### config.mk
export PLATFORM = sky130hd
export DESIGN_NAME = enc8b10b_biphase_line_encoder
export DESIGN_NICKNAME = d
export VERILOG_FILES = /design/src/design/enc8b_pkg.sv /design/src/design/enc8b_symbol.sv /design/src/design/enc8b_biphase.sv /design/src/design/enc8b10b_biphase_line_encoder.sv
export SDC_FILE = /design/constraint.sdc
export NUM_CORES = 1
export LEC_CHECK = 0
export BUFFER_PORTS_ARGS = -buffer_cell sky130_fd_sc_hd__buf_2
export CAP_MARGIN = 20
export CORE_MARGIN = 8
export CORE_UTILIZATION = 35
export CTS_CLUSTER_DIAMETER = 80
export DETAILED_ROUTE_END_ITERATION = 12
export SLEW_MARGIN = 20
export SYNTH_ARGS = -nofsm -noshare
export SYNTH_HDL_FRONTEND = slang
export SYNTH_SLANG_ARGS = --single-unit
### constraint.sdc
create_clock -name i_clk -period 4.38 [get_ports i_clk]
set_input_delay 0.219 -clock i_clk [delete_from_list [all_inputs] [get_ports i_clk]]
set_output_delay 0.219 -clock i_clk [all_outputs]
set_load 0.01 [all_outputs]
### src/design/enc8b_pkg.sv
// Shared types, code tables and constants for the 8b/10b biphase line encoder.
package enc8b_pkg;

    localparam int CODE_W = 10;
    localparam int HALF_W = 2 * CODE_W;

    // Configuration register indexes.
    localparam logic REG_COMMA_NEG = 1'b0;
    localparam logic REG_COMMA_POS = 1'b1;

    // Reset values of the comma registers.
    localparam logic [CODE_W-1:0] COMMA_NEG_RESET = 10'd250;
    localparam logic [CODE_W-1:0] COMMA_POS_RESET = 10'd773;

    // Function code of an input item.
    localparam logic FUNC_DATA  = 1'b0;
    localparam logic FUNC_COMMA = 1'b1;

    // Input item: a data byte or a comma request.
    typedef struct packed {
        logic       func;
        logic [7:0] data_byte;
    } t_in_item;

    // Result item: ten-bit symbol, its line half-bits and the new disparity.
    typedef struct packed {
        logic [CODE_W-1:0] code_word;
        logic [HALF_W-1:0] half_bits;
        logic              disparity_positive;
    } t_out_item;

    // 5b/6b codes, already placed in bits 9..4, for negative running disparity.
    localparam logic [CODE_W-1:0] SIX_NEG [0:31] = '{
        10'h270, 10'h1D0, 10'h2D0, 10'h310, 10'h350, 10'h290, 10'h190, 10'h380,
        10'h390, 10'h250, 10'h150, 10'h340, 10'h0D0, 10'h2C0, 10'h1C0, 10'h170,
        10'h1B0, 10'h230, 10'h130, 10'h320, 10'h0B0, 10'h2A0, 10'h1A0, 10'h3A0,
        10'h330, 10'h260, 10'h160, 10'h360, 10'h0E0, 10'h2E0, 10'h1E0, 10'h2B0
    };

    // 5b/6b codes for positive running disparity.
    localparam logic [CODE_W-1:0] SIX_POS [0:31] = '{
        10'h180, 10'h220, 10'h120, 10'h310, 10'h0A0, 10'h290, 10'h190, 10'h070,
        10'h060, 10'h250, 10'h150, 10'h340, 10'h0D0, 10'h2C0, 10'h1C0, 10'h280,
        10'h240, 10'h230, 10'h130, 10'h320, 10'h0B0, 10'h2A0, 10'h1A0, 10'h050,
        10'h0C0, 10'h260, 10'h160, 10'h090, 10'h0E0, 10'h110, 10'h210, 10'h140
    };

    // One bit per 5b value: set where the six-bit code is unbalanced.
    localparam logic [31:0] SIX_FLIP = 32'hE981_8117;

    // 3b/4b codes by running disparity, x.7 included.
    localparam logic [3:0] FOUR_NEG [0:7] = '{
        4'hB, 4'h9, 4'h5, 4'hC, 4'hD, 4'hA, 4'h6, 4'hE
    };
    localparam logic [3:0] FOUR_POS [0:7] = '{
        4'h4, 4'h9, 4'h5, 4'h3, 4'h2, 4'hA, 4'h6, 4'h1
    };

    // One bit per 3b value: set where the four-bit code is unbalanced.
    localparam logic [7:0] FOUR_FLIP = 8'h91;

endpackage

### src/design/enc8b_symbol.sv
// Table lookup of one ten-bit symbol and the running disparity that follows it.
module enc8b_symbol (
    input  enc8b_pkg::t_in_item                i_item,
    input  logic                               i_rd_positive,
    input  logic [enc8b_pkg::CODE_W-1:0]       i_comma_neg,
    input  logic [enc8b_pkg::CODE_W-1:0]       i_comma_pos,
    output logic [enc8b_pkg::CODE_W-1:0]       o_code,
    output logic                               o_rd_positive
);
    import enc8b_pkg::*;

    logic [4:0]        lo;
    logic [2:0]        hi;
    logic [CODE_W-1:0] six_code;
    logic              rd_mid;
    logic [3:0]        four_code;
    logic              rd_data;

    // Split the byte into its 5b and 3b parts.
    assign lo = i_item.data_byte[4:0];
    assign hi = i_item.data_byte[7:5];

    // The 6b part picks by the current disparity, the 4b part by the one after it.
    assign six_code  = i_rd_positive ? SIX_POS[lo] : SIX_NEG[lo];
    assign rd_mid    = i_rd_positive ^ SIX_FLIP[lo];
    assign four_code = rd_mid ? FOUR_POS[hi] : FOUR_NEG[hi];
    assign rd_data   = rd_mid ^ FOUR_FLIP[hi];

    // A comma sends the configured symbol and always flips the disparity.
    always_comb begin
        if (i_item.func == FUNC_COMMA) begin
            o_code        = i_rd_positive ? i_comma_pos : i_comma_neg;
            o_rd_positive = ~i_rd_positive;
        end else begin
            o_code        = six_code | {6'd0, four_code};
            o_rd_positive = rd_data;
        end
    end

endmodule

### src/design/enc8b_biphase.sv
// Biphase-mark expansion of a ten-bit symbol into twenty line half-bits.
module enc8b_biphase (
    input  logic [enc8b_pkg::CODE_W-1:0] i_code,
    input  logic                         i_level,
    output logic [enc8b_pkg::HALF_W-1:0] o_half_bits,
    output logic                         o_level
);
    import enc8b_pkg::*;

    // The level at the start of bit k is the start level, toggled once per
    // earlier bit boundary and once per earlier one bit, so each bit is
    // found from a prefix parity on its own.
    always_comb begin
        logic [CODE_W-1:0] mask;
        logic              lv;
        o_half_bits = '0;
        for (int k = 0; k < CODE_W; k++) begin
            mask                 = (CODE_W'(1) << k) - CODE_W'(1);
            lv                   = i_level ^ (^(i_code & mask)) ^ k[0];
            o_half_bits[2*k]     = lv;
            o_half_bits[2*k + 1] = lv ^ i_code[k];
        end
    end

    // Level of the first half-bit of the next symbol.
    assign o_level = i_level ^ (^i_code) ^ CODE_W[0];

endmodule

### src/design/enc8b10b_biphase_line_encoder.sv
// Top level of the 8b/10b encoder with biphase-mark line expansion.
// An accepted item is held in the input register until the result register
// is free or being taken; its result is then registered there.
// Throughput: one item per cycle unless the output stalls; the disparity
// and line-level update of one item is a single pass of table lookup and
// ten-bit expansion. Reset (synchronous, active low) empties both stages,
// sets negative disparity, a high line level and the default comma symbols.
module enc8b10b_biphase_line_encoder (
    input  logic                          i_clk,
    input  logic                          i_rst_n,
    input  logic                          i_in_valid,
    output logic                          o_in_stall,
    input  enc8b_pkg::t_in_item           i_in_item,
    output logic                          o_out_valid,
    input  logic                          i_out_stall,
    output enc8b_pkg::t_out_item          o_out_item,
    input  logic                          i_cfg_we,
    input  logic                          i_cfg_index,
    input  logic [enc8b_pkg::CODE_W-1:0]  i_cfg_data
);
    import enc8b_pkg::*;

    logic              r_in_valid;
    t_in_item          r_in_item;
    logic              r_out_valid;
    t_out_item         r_out_item;
    logic              r_rd_positive;
    logic              r_level;
    logic [CODE_W-1:0] r_comma_neg;
    logic [CODE_W-1:0] r_comma_pos;

    logic              advance;
    logic [CODE_W-1:0] code;
    logic              n_rd_positive;
    logic [HALF_W-1:0] half_bits;
    logic              n_level;

    // The held item moves on when the result register is free or being taken.
    assign advance     = ~r_out_valid | ~i_out_stall;
    assign o_in_stall  = r_in_valid & ~advance;
    assign o_out_valid = r_out_valid;
    assign o_out_item  = r_out_item;

    // Configuration registers.
    always_ff @(posedge i_clk) begin
        if (!i_rst_n) begin
            r_comma_neg <= COMMA_NEG_RESET;
            r_comma_pos <= COMMA_POS_RESET;
        end else if (i_cfg_we) begin
            case (i_cfg_index)
                REG_COMMA_NEG: r_comma_neg <= i_cfg_data;
                REG_COMMA_POS: r_comma_pos <= i_cfg_data;
                default: ;
            endcase
        end
    end

    // Input register.
    always_ff @(posedge i_clk) begin
        if (!i_rst_n) begin
            r_in_valid <= 1'b0;
        end else if (!o_in_stall) begin
            r_in_valid <= i_in_valid;
        end
    end

    always_ff @(posedge i_clk) begin
        if (!o_in_stall && i_in_valid) begin
            r_in_item <= i_in_item;
        end
    end

    // Symbol lookup and disparity update.
    enc8b_symbol u_symbol (
        .i_item        (r_in_item),
        .i_rd_positive (r_rd_positive),
        .i_comma_neg   (r_comma_neg),
        .i_comma_pos   (r_comma_pos),
        .o_code        (code),
        .o_rd_positive (n_rd_positive)
    );

    // Line expansion.
    enc8b_biphase u_biphase (
        .i_code      (code),
        .i_level     (r_level),
        .o_half_bits (half_bits),
        .o_level     (n_level)
    );

    // Encoder state and result valid.
    always_ff @(posedge i_clk) begin
        if (!i_rst_n) begin
            r_out_valid   <= 1'b0;
            r_rd_positive <= 1'b0;
            r_level       <= 1'b1;
        end else if (advance) begin
            r_out_valid <= r_in_valid;
            if (r_in_valid) begin
                r_rd_positive <= n_rd_positive;
                r_level       <= n_level;
            end
        end
    end

    // Result register.
    always_ff @(posedge i_clk) begin
        if (advance && r_in_valid) begin
            r_out_item.code_word          <= code;
            r_out_item.half_bits          <= half_bits;
            r_out_item.disparity_positive <= n_rd_positive;
        end
    end

endmodule
Word-level counts from Yosys, hierarchy flattened. Memories as Yosys holds them, arrays and structs flattened. A register that Yosys moved wholly into a read port is not among the register bits. Index checks and enable logic that the tools add are counted.

Register bits after elaboration: 64. Memory bits (read-only): 744. Input bits: 25. Output and inout bits: 33. Word-level logic and storage cells: 91. Memories: 6.

$lt $le $gt $ge: 4. Mux-type cells: 17. Bitwise operators: 37. Reductions and logical operators: 16.

Memories: (no name shown) (words 32, bits a word 10, rd ports 1, clocked after memory_dff 0, write ports 0, RTL line enc8b_symbol.sv:24) `assign six_code = i_rd_positive ? SIX_POS[lo] : SIX_NEG[lo];`; (no name shown) (words 32, bits a word 10, rd ports 1, clocked after memory_dff 0, write ports 0, RTL line enc8b_symbol.sv:24); (no name shown) (words 32, bits a word 1, rd ports 1, clocked after memory_dff 1, write ports 0, RTL line enc8b_symbol.sv:25) `assign rd_mid = i_rd_positive ^ SIX_FLIP[lo];`; (no name shown) (words 8, bits a word 4, rd ports 1, clocked after memory_dff 0, write ports 0, RTL line enc8b_symbol.sv:26) `assign four_code = rd_mid ? FOUR_POS[hi] : FOUR_NEG[hi];`; (no name shown) (words 8, bits a word 4, rd ports 1, clocked after memory_dff 0, write ports 0, RTL line enc8b_symbol.sv:26); (no name shown) (words 8, bits a word 1, rd ports 1, clocked after memory_dff 1, write ports 0, RTL line enc8b_symbol.sv:27) `assign rd_data = rd_mid ^ FOUR_FLIP[hi];`.

Operators with widths (count): 10-bit XOR reduction (10); 10-bit 2-to-1 mux (7); 1-bit bitwise XOR (22); 4-bit 2-to-1 mux (5); 1-bit inverter (10); 10-bit by 4-bit OR with 10-bit output (1); 6-bit greater-or-equal comparator (second input constant) (1); 5-bit by 6-bit < comparator with 1-bit output (second input constant) (1); 5-bit inverter with 6-bit output (1); 2-bit AND reduction (3); 5-bit 2-to-1 mux (1); 4-bit greater-or-equal comparator (second input constant) (1); 3-bit by 4-bit < comparator with 1-bit output (second input constant) (1); 3-bit inverter with 4-bit output (1); 1-bit 2-to-1 mux (3); 3-bit 2-to-1 mux (1); 1-bit logical AND (2); 1-bit bitwise AND (1); 1-bit zero test (1); 1-bit OR (1).

Longest topological paths before layout. Gate-level depths: netlist of run 1.

Word-level depth: 11. Depth in mapped cells: 12. Gate-level depth less buffers: 11.

Hierarchy. From an unflattened synthesis of run 1, not the netlist that was laid out.

Cell total of the unflattened synthesis: 368. Area total of the unflattened synthesis: 3767.4 um^2.

Modules (own cells, without submodules): enc8b10b_biphase_line_encoder (instances 1, cells each 144, area each 2082.0 um^2, sequential area each 1681.6 um^2); enc8b_symbol (instances 1, cells each 195, area each 1372.6 um^2, sequential area each 0.0 um^2); enc8b_biphase (instances 1, cells each 29, area each 312.8 um^2, sequential area each 0.0 um^2).

Least setup slack after synthesis of run 1. OpenSTA, ideal clock, no wires.

Kind: reg2reg. Start point: register r_in_valid. End point: register r_rd_positive. Setup time: 0.115 ns. Arrival time: 3.628 ns. Required time: 4.265 ns. Setup slack: 0.637 ns. Cell stages (with the launch flop): 5. Path buffers: 0. Clock period less this slack: 3.743 ns. Cell sequence: dfxtp_1 > a21boi_0 > o21ai_0 > xnor2_1 > and2_1.

Word-level cells in the longest chain between the ends: 1.

Ends and longest elaborated chain: start: declaration (RTL line enc8b10b_biphase_line_encoder.sv:23) `logic r_in_valid;`; start signal: assignment (RTL line enc8b10b_biphase_line_encoder.sv:63) `r_in_valid <= i_in_valid;`; 2-bit AND reduction (no source line); end signal: assignment (RTL line enc8b10b_biphase_line_encoder.sv:100) `r_rd_positive <= n_rd_positive;`; end: declaration (RTL line enc8b10b_biphase_line_encoder.sv:27) `logic r_rd_positive;`.

No other way between the ends. A chain may end at the register's enable or synchronous reset.

Worst setup path in the final report of run 1.
Start point: register r_in_item[0] (netlist bit). End point: register r_out_item (netlist bit o_out_item[20]), data pin.

Word-level cells in the longest chain between the ends: 11. Elaborated cells on any way between the ends: 14. Those cells by class: mux: 6; bitwise: 5; reduce/logical: 1; memory: 2.

Ends and longest elaborated chain: start: declaration (RTL line enc8b10b_biphase_line_encoder.sv:24) `t_in_item r_in_item;`; start signal: assignment (RTL line enc8b10b_biphase_line_encoder.sv:69) `r_in_item <= i_in_item;`; 5-bit inverter with 6-bit output (not written as such) * (RTL line enc8b_symbol.sv:24); memory 32 x 10 bit; 10-bit 2-to-1 mux (not written as such) (2 in series) (RTL line enc8b_symbol.sv:24); 10-bit 2-to-1 mux * (RTL line enc8b_symbol.sv:24); 10-bit by 4-bit OR with 10-bit output * (RTL line enc8b_symbol.sv:35) `o_code = six_code | {6'd0, four_code};`; 10-bit 2-to-1 mux * (RTL line enc8b_symbol.sv:31) `if (i_item.func == FUNC_COMMA) begin`; named net code[6] (RTL line enc8b10b_biphase_line_encoder.sv:33) `logic [CODE_W-1:0] code;`; 10-bit XOR reduction * (RTL line enc8b_biphase.sv:19) `lv = i_level ^ (^(i_code & mask)) ^ k[0];`; 1-bit bitwise XOR * (RTL line enc8b_biphase.sv:19); 1-bit inverter (no source line) *; 1-bit bitwise XOR * (RTL line enc8b_biphase.sv:21) `o_half_bits[2*k + 1] = lv ^ i_code[k];`; named net half_bits[19] (RTL line enc8b10b_biphase_line_encoder.sv:35) `logic [HALF_W-1:0] half_bits;`; end: declaration (RTL line enc8b10b_biphase_line_encoder.sv:26) `t_out_item r_out_item;`.

The timed path passes the listed nets; every way through them passes the cells marked *. The select of a mux whose other input is x is not followed.

==> results of run 1 <==
[stage by stage]
stage	cells	total power, uW	setup WS [ns]	cell area (um^2)	hold WS (ns)
after floorplan	401	1250	0.637	3920	0.318
after CTS	594	1970	1.08	4490	0.0588
after global placement	578	1380	1.19	4270	0.407
final	594	1950	1.09	4490	0.0680
after detailed placement	578	1400	1.08	4270	0.408
after global routing	594	2070	0.850	4490	0.0492
[worst max path at each step]
| stage | from | endpoint | slack, ns | depth (start not counted) |
|---|---|---|---|---|
| detailed placement | r_in_item[0] | o_out_item[20] | 1.08 | 9 |
| finish | r_in_item[0] | o_out_item[20] | 1.09 | 9 |
| global placement | r_in_item[0] | o_out_item[20] | 1.19 | 9 |
| CTS | r_in_item[0] | o_out_item[20] | 1.08 | 9 |
| floorplan | r_in_valid | r_rd_positive | 0.64 | 4 |
| global route | r_in_item[0] | r_level | 0.85 | 10 |
[sequential cells by signal, indices dropped and copies added (netlist names), named ones only]
| register | cells |
|---|---|
| r_in_item | 9 |
| o_out_item | 31 |
| o_out_valid | 1 |
| r_level | 1 |
| r_rd_positive | 1 |
| r_comma_neg | 10 |
| r_in_valid | 1 |
| r_comma_pos | 10 |
[report_power, final]
part / internal, uW / total [uW] / leakage (uW) / switching, uW
Combinational: 240 / 528 / 0.00115 / 288
Clock: 323 / 573 / 0.000107 / 250
Sequential: 797 / 847 / 0.000590 / 49.9
Total: 1360 / 1950 / 0.00185 / 588
[worst max-delay path: stages, from the launching register on]
cell	delay, ns
edfxtp_1	0.48
inv_1	0.15
ha_1	0.45
mux2_2	0.31
a21oi_1	0.14
o211ai_1	0.11
a32oi_1	0.36
xor3_1	0.48
xnor3_2	0.29
xnor3_1	0.25
[kinds of logic after synthesis]
logic type	after synthesis
AOI/OAI and AO/OA	96
xor gates and xnor gates	26
adders and majority gates	12
buffers and inverters	57
DFF	66
muxes	16
and+or+nand+nor	128
[layout by cell type (no fill, tap or decap), types with 5 or more instances in the layout]
cell      instances
a21boi_0         11
a21oi_1          29
buf_2            57
buf_4             5
clkbuf_8          9
dfxtp_1          26
edfxtp_1         40
ha_1             11
inv_1            31
mux2i_1          11
nand2_1          59
nand3_1          13
nor2_1           20
nor2b_1           5
nor3_1            5
nor3b_1           7
o211ai_1          7
o21ai_0          18
xnor2_1          15
xor2_1            5
[layout make-up]
class                      instances  area (um^2)  share of cell area
timing repair buffer              62          323              0.0720
clock inverter                     6         90.1              0.0201
sequential                        66         1720               0.384
multi-input combinational        278         1930               0.430
clock buffer                      10          128              0.0285
inverter                          32          120              0.0268
tap                              140          175              0.0391
[metal layers]
layer / track usage / routed length, um
met4: 0.0347 / 91
met5: 0 / 0
met3: 0.0407 / 683
met1: 0.163 / 4290
met2: 0.193 / 3910
==> impl_metrics.toml, run 1 <==
[yosys]
synth_top_area_share = 0.307
synthXorXnorAreaFrac = 0.0799
synth_nets = 437
synth-edff-count = 40
yosysMostFrequentCell = "nand2_1"
synth_common_cells = "nand2_1 (59), edfxtp_1 (40), inv_1 (31), a21oi_1 (29), dfxtp_1 (26)"
ys_types = 62
yosysSeqAreaShare = 0.440
synth_cells = 401
syn_area_mm2 = 0.00392
yosys_register_bits = 66
synthAdderAreaFrac = 0.0377
synth-compound-area-share = 0.166
yosysTopAreaCell = "edfxtp_1"
avgSynthCellArea_um2 = 9.76
synth_top_family_by_area = "compound AO/OA/AOI/OAI gates"
ys_warn_count = 0
synthMuxAreaShare = 0.0483
synth_ff_type = "edfxtp_1"
synth_simple_gate_area_frac = 0.158
async_flop_share = 0
synth_area_leaders = "edfxtp_1 (31%), dfxtp_1 (13%), nand2_1 (5.7%), a21oi_1 (3.7%), ha_1 (3.5%)"

[power_and_ir_drop]
leakage_uw = 0.00185
ir_drop_uv = 236
p_per_area_mw_per_mm2 = 434

[floorplanning]
io_pins = 58
die-height_um = 122
die_x_um = 122
num_rows = 38
core-area_mm2 = 0.0109
die-area_mm2 = 0.0148
start_util = 0.360

[worst_setup_path]
rrSetupSlack_ns = 1.09
timing.rr.end = "o_out_item[20]"
path_class = "reg -> reg"
worstPathRequired_ns = 4.45
worstRegToRegCells = 9
crit_arrival_ns = 3.36
worstPathMaxFanout = 9
reg2reg_from = "r_in_item[0]"
critPathLaunchType = "flip-flop"
end_kind = "flip-flop"

[clock_network]
root_buffer = "clkbuf_8"
htreeDepth = 3
clk_path_buf_depth = 2
cts.sinks = 66
clk_pin_slew_ns = 0.07
numCtsBuffers = 9
cts_setup_buffers = 0
cts_hold_buf = 0
cts_tree = "done"
insertion_delay_ns = 0.34
ctsResizeCount = 0

[global_route]
antenna_found_initial = 0
grt_overflow_total = 0
grt_max_degree = 35
track_usage = 0.125
grt_pass1_vias = 2909
grt_pass1_wl_um = 14900

[sta]
finalMaxSlewViolations = 0
worst_pin_slew_ns = 1.03
final.min_clock_period_ns = 3.29
skew_ns = 0.0149
hold_viol_final = 0
setup_tns_ns = 0
fin_crit_sh = 0.751
fmax_mhz = 304
slew_headroom = 0.309
setup_viol = 0
grt_setup_unrepaired = "no"

[drt]
drt-initial-drc-count = 251
vias_per_cell = 5.07
drtAntennaViolNets = 0
drc = 0
vias = 3011
wl_per_cell_um = 15.1
dr.pass1.iters = 4
postRouteWirelength_um = 8970

[finish]
fin_util = 0.412
nNetsFinal = 485
n_fill_cell = 1070
drive_gt1_frac = 0.205
syn_to_final_growth_pct = 14.6
antenna_cells = 0

[job]
maxCapViolCount = 0

[hold_path]
hold_depth = 1
whs_endpoint = "r_in_item[8]"
min_from = "i_in_item[8]"
hold_class = "in -> reg"

[placement]
gp_congestion = 0.851
hpwlAfterDp_um = 6620
portBuffers = 57

[run_status]
status = "complete, no violations"
Note: power is estimated with default switching activity, not from simulation.
==> run 2: changes to the inputs <==
Clock period 4.38 ns to 2.85 ns, I/O delays scaled along.
==> run 2 against run 1 <==
Effect of this change:
- power increased by 60%
- combinational power increased by 84%
- non-clock buffer count increased by 40
- design area increased by 9.1%
- count of clock-buffer cells in the layout unchanged
- routed wire length increased by 5.4%
- highest routed layer unchanged
- largest power group unchanged
- sequential share of layout area decreased by 3.2 points
- fmax increased by 17%
- die area unchanged
- global-route usage increased by 0.19 points
- setup slack got worse by 1.1 ns
==> impl_metrics.toml, run 2 (synthesized netlist as in run 1, its figures left out) <==
[sta]
finalMaxSlewViolations = 0
setup_tns_ns = 0
final.min_clock_period_ns = 2.81
skew_ns = 0.0113
slew_headroom = 0.324
grt_setup_unrepaired = "yes"
fmax_mhz = 355
setup_viol = 0
hold_viol_final = 0
worst_pin_slew_ns = 1.01
fin_crit_sh = 0.987
finalWorstSetupSlack_ns = 0.0357

[drt]
postRouteWirelength_um = 9460
met3WireLength_um = 772
wl_per_cell_um = 14.9
drt-met1-wl_um = 4420
vias_per_cell = 5.03
route.met2.wl_um = 4130
drtAntennaViolNets = 0
drt-initial-drc-count = 362
highest_layer = "met4"
drc = 0
vias = 3191
dr.pass1.iters = 5

[power_and_ir_drop]
p_comb_frac = 0.312
ir_drop_uv = 312
seqPwrFrac = 0.411
swShare = 0.296
p_per_area_mw_per_mm2 = 638
intPower_uw = 2200
total_power_uw = 3120
pwr-share-clk = 0.278
leakage_uw = 0.00205
netSwitchingPower_uw = 924

[floorplanning]
core-area_mm2 = 0.0109
start_util = 0.360
die-height_um = 122
io_pins = 58
die_x_um = 122
num_rows = 38
die-area_mm2 = 0.0148

[worst_setup_path]
path_class = "reg -> reg"
crit_arrival_ns = 2.89
critPathLaunchType = "flip-flop"
rrSetupSlack_ns = 0.04
worstPathMaxFanout = 6
worstPathRequired_ns = 2.92
end_kind = "flip-flop"

[finish]
layout_common_cells = "nand2_1 (59), buf_2 (57), edfxtp_1 (40)"
drive_gt1_frac = 0.277
largest_reg_flops = 31
antenna_cells = 0
layout_commonest_cell = "nand2_1"
design_area_mm2 = 0.00489
layout.cells.non_filler = 634
syn_to_final_growth_pct = 25.0
nNetsFinal = 525

[global_route]
grt_max_degree = 31
antenna_found_initial = 0
grt_overflow_total = 0
track_usage = 0.127
grt_pass1_vias = 3067
grt_pass1_wl_um = 15000

[placement]
gp_congestion = 0.828
place_ws_ns = -0.0110
placed_cells = 606
hpwlAfterDp_um = 6960
placed_area_mm2 = 0.00451
portBuffers = 57

[clock_network]
clk_pin_slew_ns = 0.07
insertion_delay_ns = 0.34
numCtsBuffers = 9
clk_path_buf_depth = 2
cts.sinks = 66
htreeDepth = 3
root_buffer = "clkbuf_8"
cts_tree = "done"

[job]
maxCapViolCount = 0

[hold_path]
hold_class = "in -> reg"

[run_status]
status = "complete, no violations"
## run 2: cell types whose count changed in the layout (fill, tap and decap cells not counted), moves of 3 or more
cell,delta
buf_4,+28
a21oi_1,-3
a21oi_2,+3
dlygate4sd3_1,+9
ha_1,-4
## run 2: metal layers
metal,vias up,global-route usage
met1,1467,0.164
met2,126,0.200
met5,-,0
li1,1582,-
met3,16,0.0366
met4,0,0.0393
## run 2: cell type report
cell class	instances	area [um^2]
fill	1026	6000
multi-input combinational	278	1990
sequential	66	1720
timing repair buffer	102	666
tap	140	175
clock buffer	10	128
inverter	32	120
clock inverter	6	90.1
## run 2: metrics by stage
stage | hold WS, ns | util
4_1_cts | 0.0101 | 0.444
3_5_place_dp | 0.329 | 0.415
3_3_place_gp | 0.328 | 0.415
2_1_floorplan | 0.241 | -
6_report | 0.0271 | 0.449
5_1_grt | 0.0300 | 0.449
## run 2: power by group through the flow
stage / sequential (uW) / clock (uW) / combinational, uW
3_5_place_dp: 1310 / 0 / 954
2_1_floorplan: 1340 / 0 / 585
4_1_cts: 1280 / 896 / 970
5_1_grt: 1300 / 933 / 1070
6_report: 1280 / 867 / 973
3_3_place_gp: 1300 / 0 / 931
## run 2: worst paths after layout
check            startpoint             end  depth (start not counted)
max reg2reg    r_in_item[0]  o_out_item[20]                         10
min reg2reg  r_comma_pos[7]  r_comma_pos[7]                          2
min           i_cfg_data[0]  r_comma_pos[0]                          3
max            r_in_item[0]  o_out_item[20]                         10
## run 2: worst max-delay path, cell delays in order, from the launching register on
cell	delay (ns)
edfxtp_1	0.45
inv_2	0.14
ha_4	0.24
buf_6	0.13
mux2i_1	0.13
nor2_1	0.08
a21oi_2	0.11
o21ai_1	0.09
mux4_2	0.50
xnor3_2	0.45
xnor3_1	0.24
## run 2: timing repair
| action | 4_1_cts | 5_1_grt |
|---|---|---|
| endpoints found under the setup margin | 3 | 7 |
| setup buffers | 0 | 4 |
| hold buffers | 9 | 0 |
| pin swaps | 0 | 9 |
| hold endpoints to repair | 9 | 0 |
| gates cloned | 0 | 0 |
| gates resized for setup | 2 | 12 |
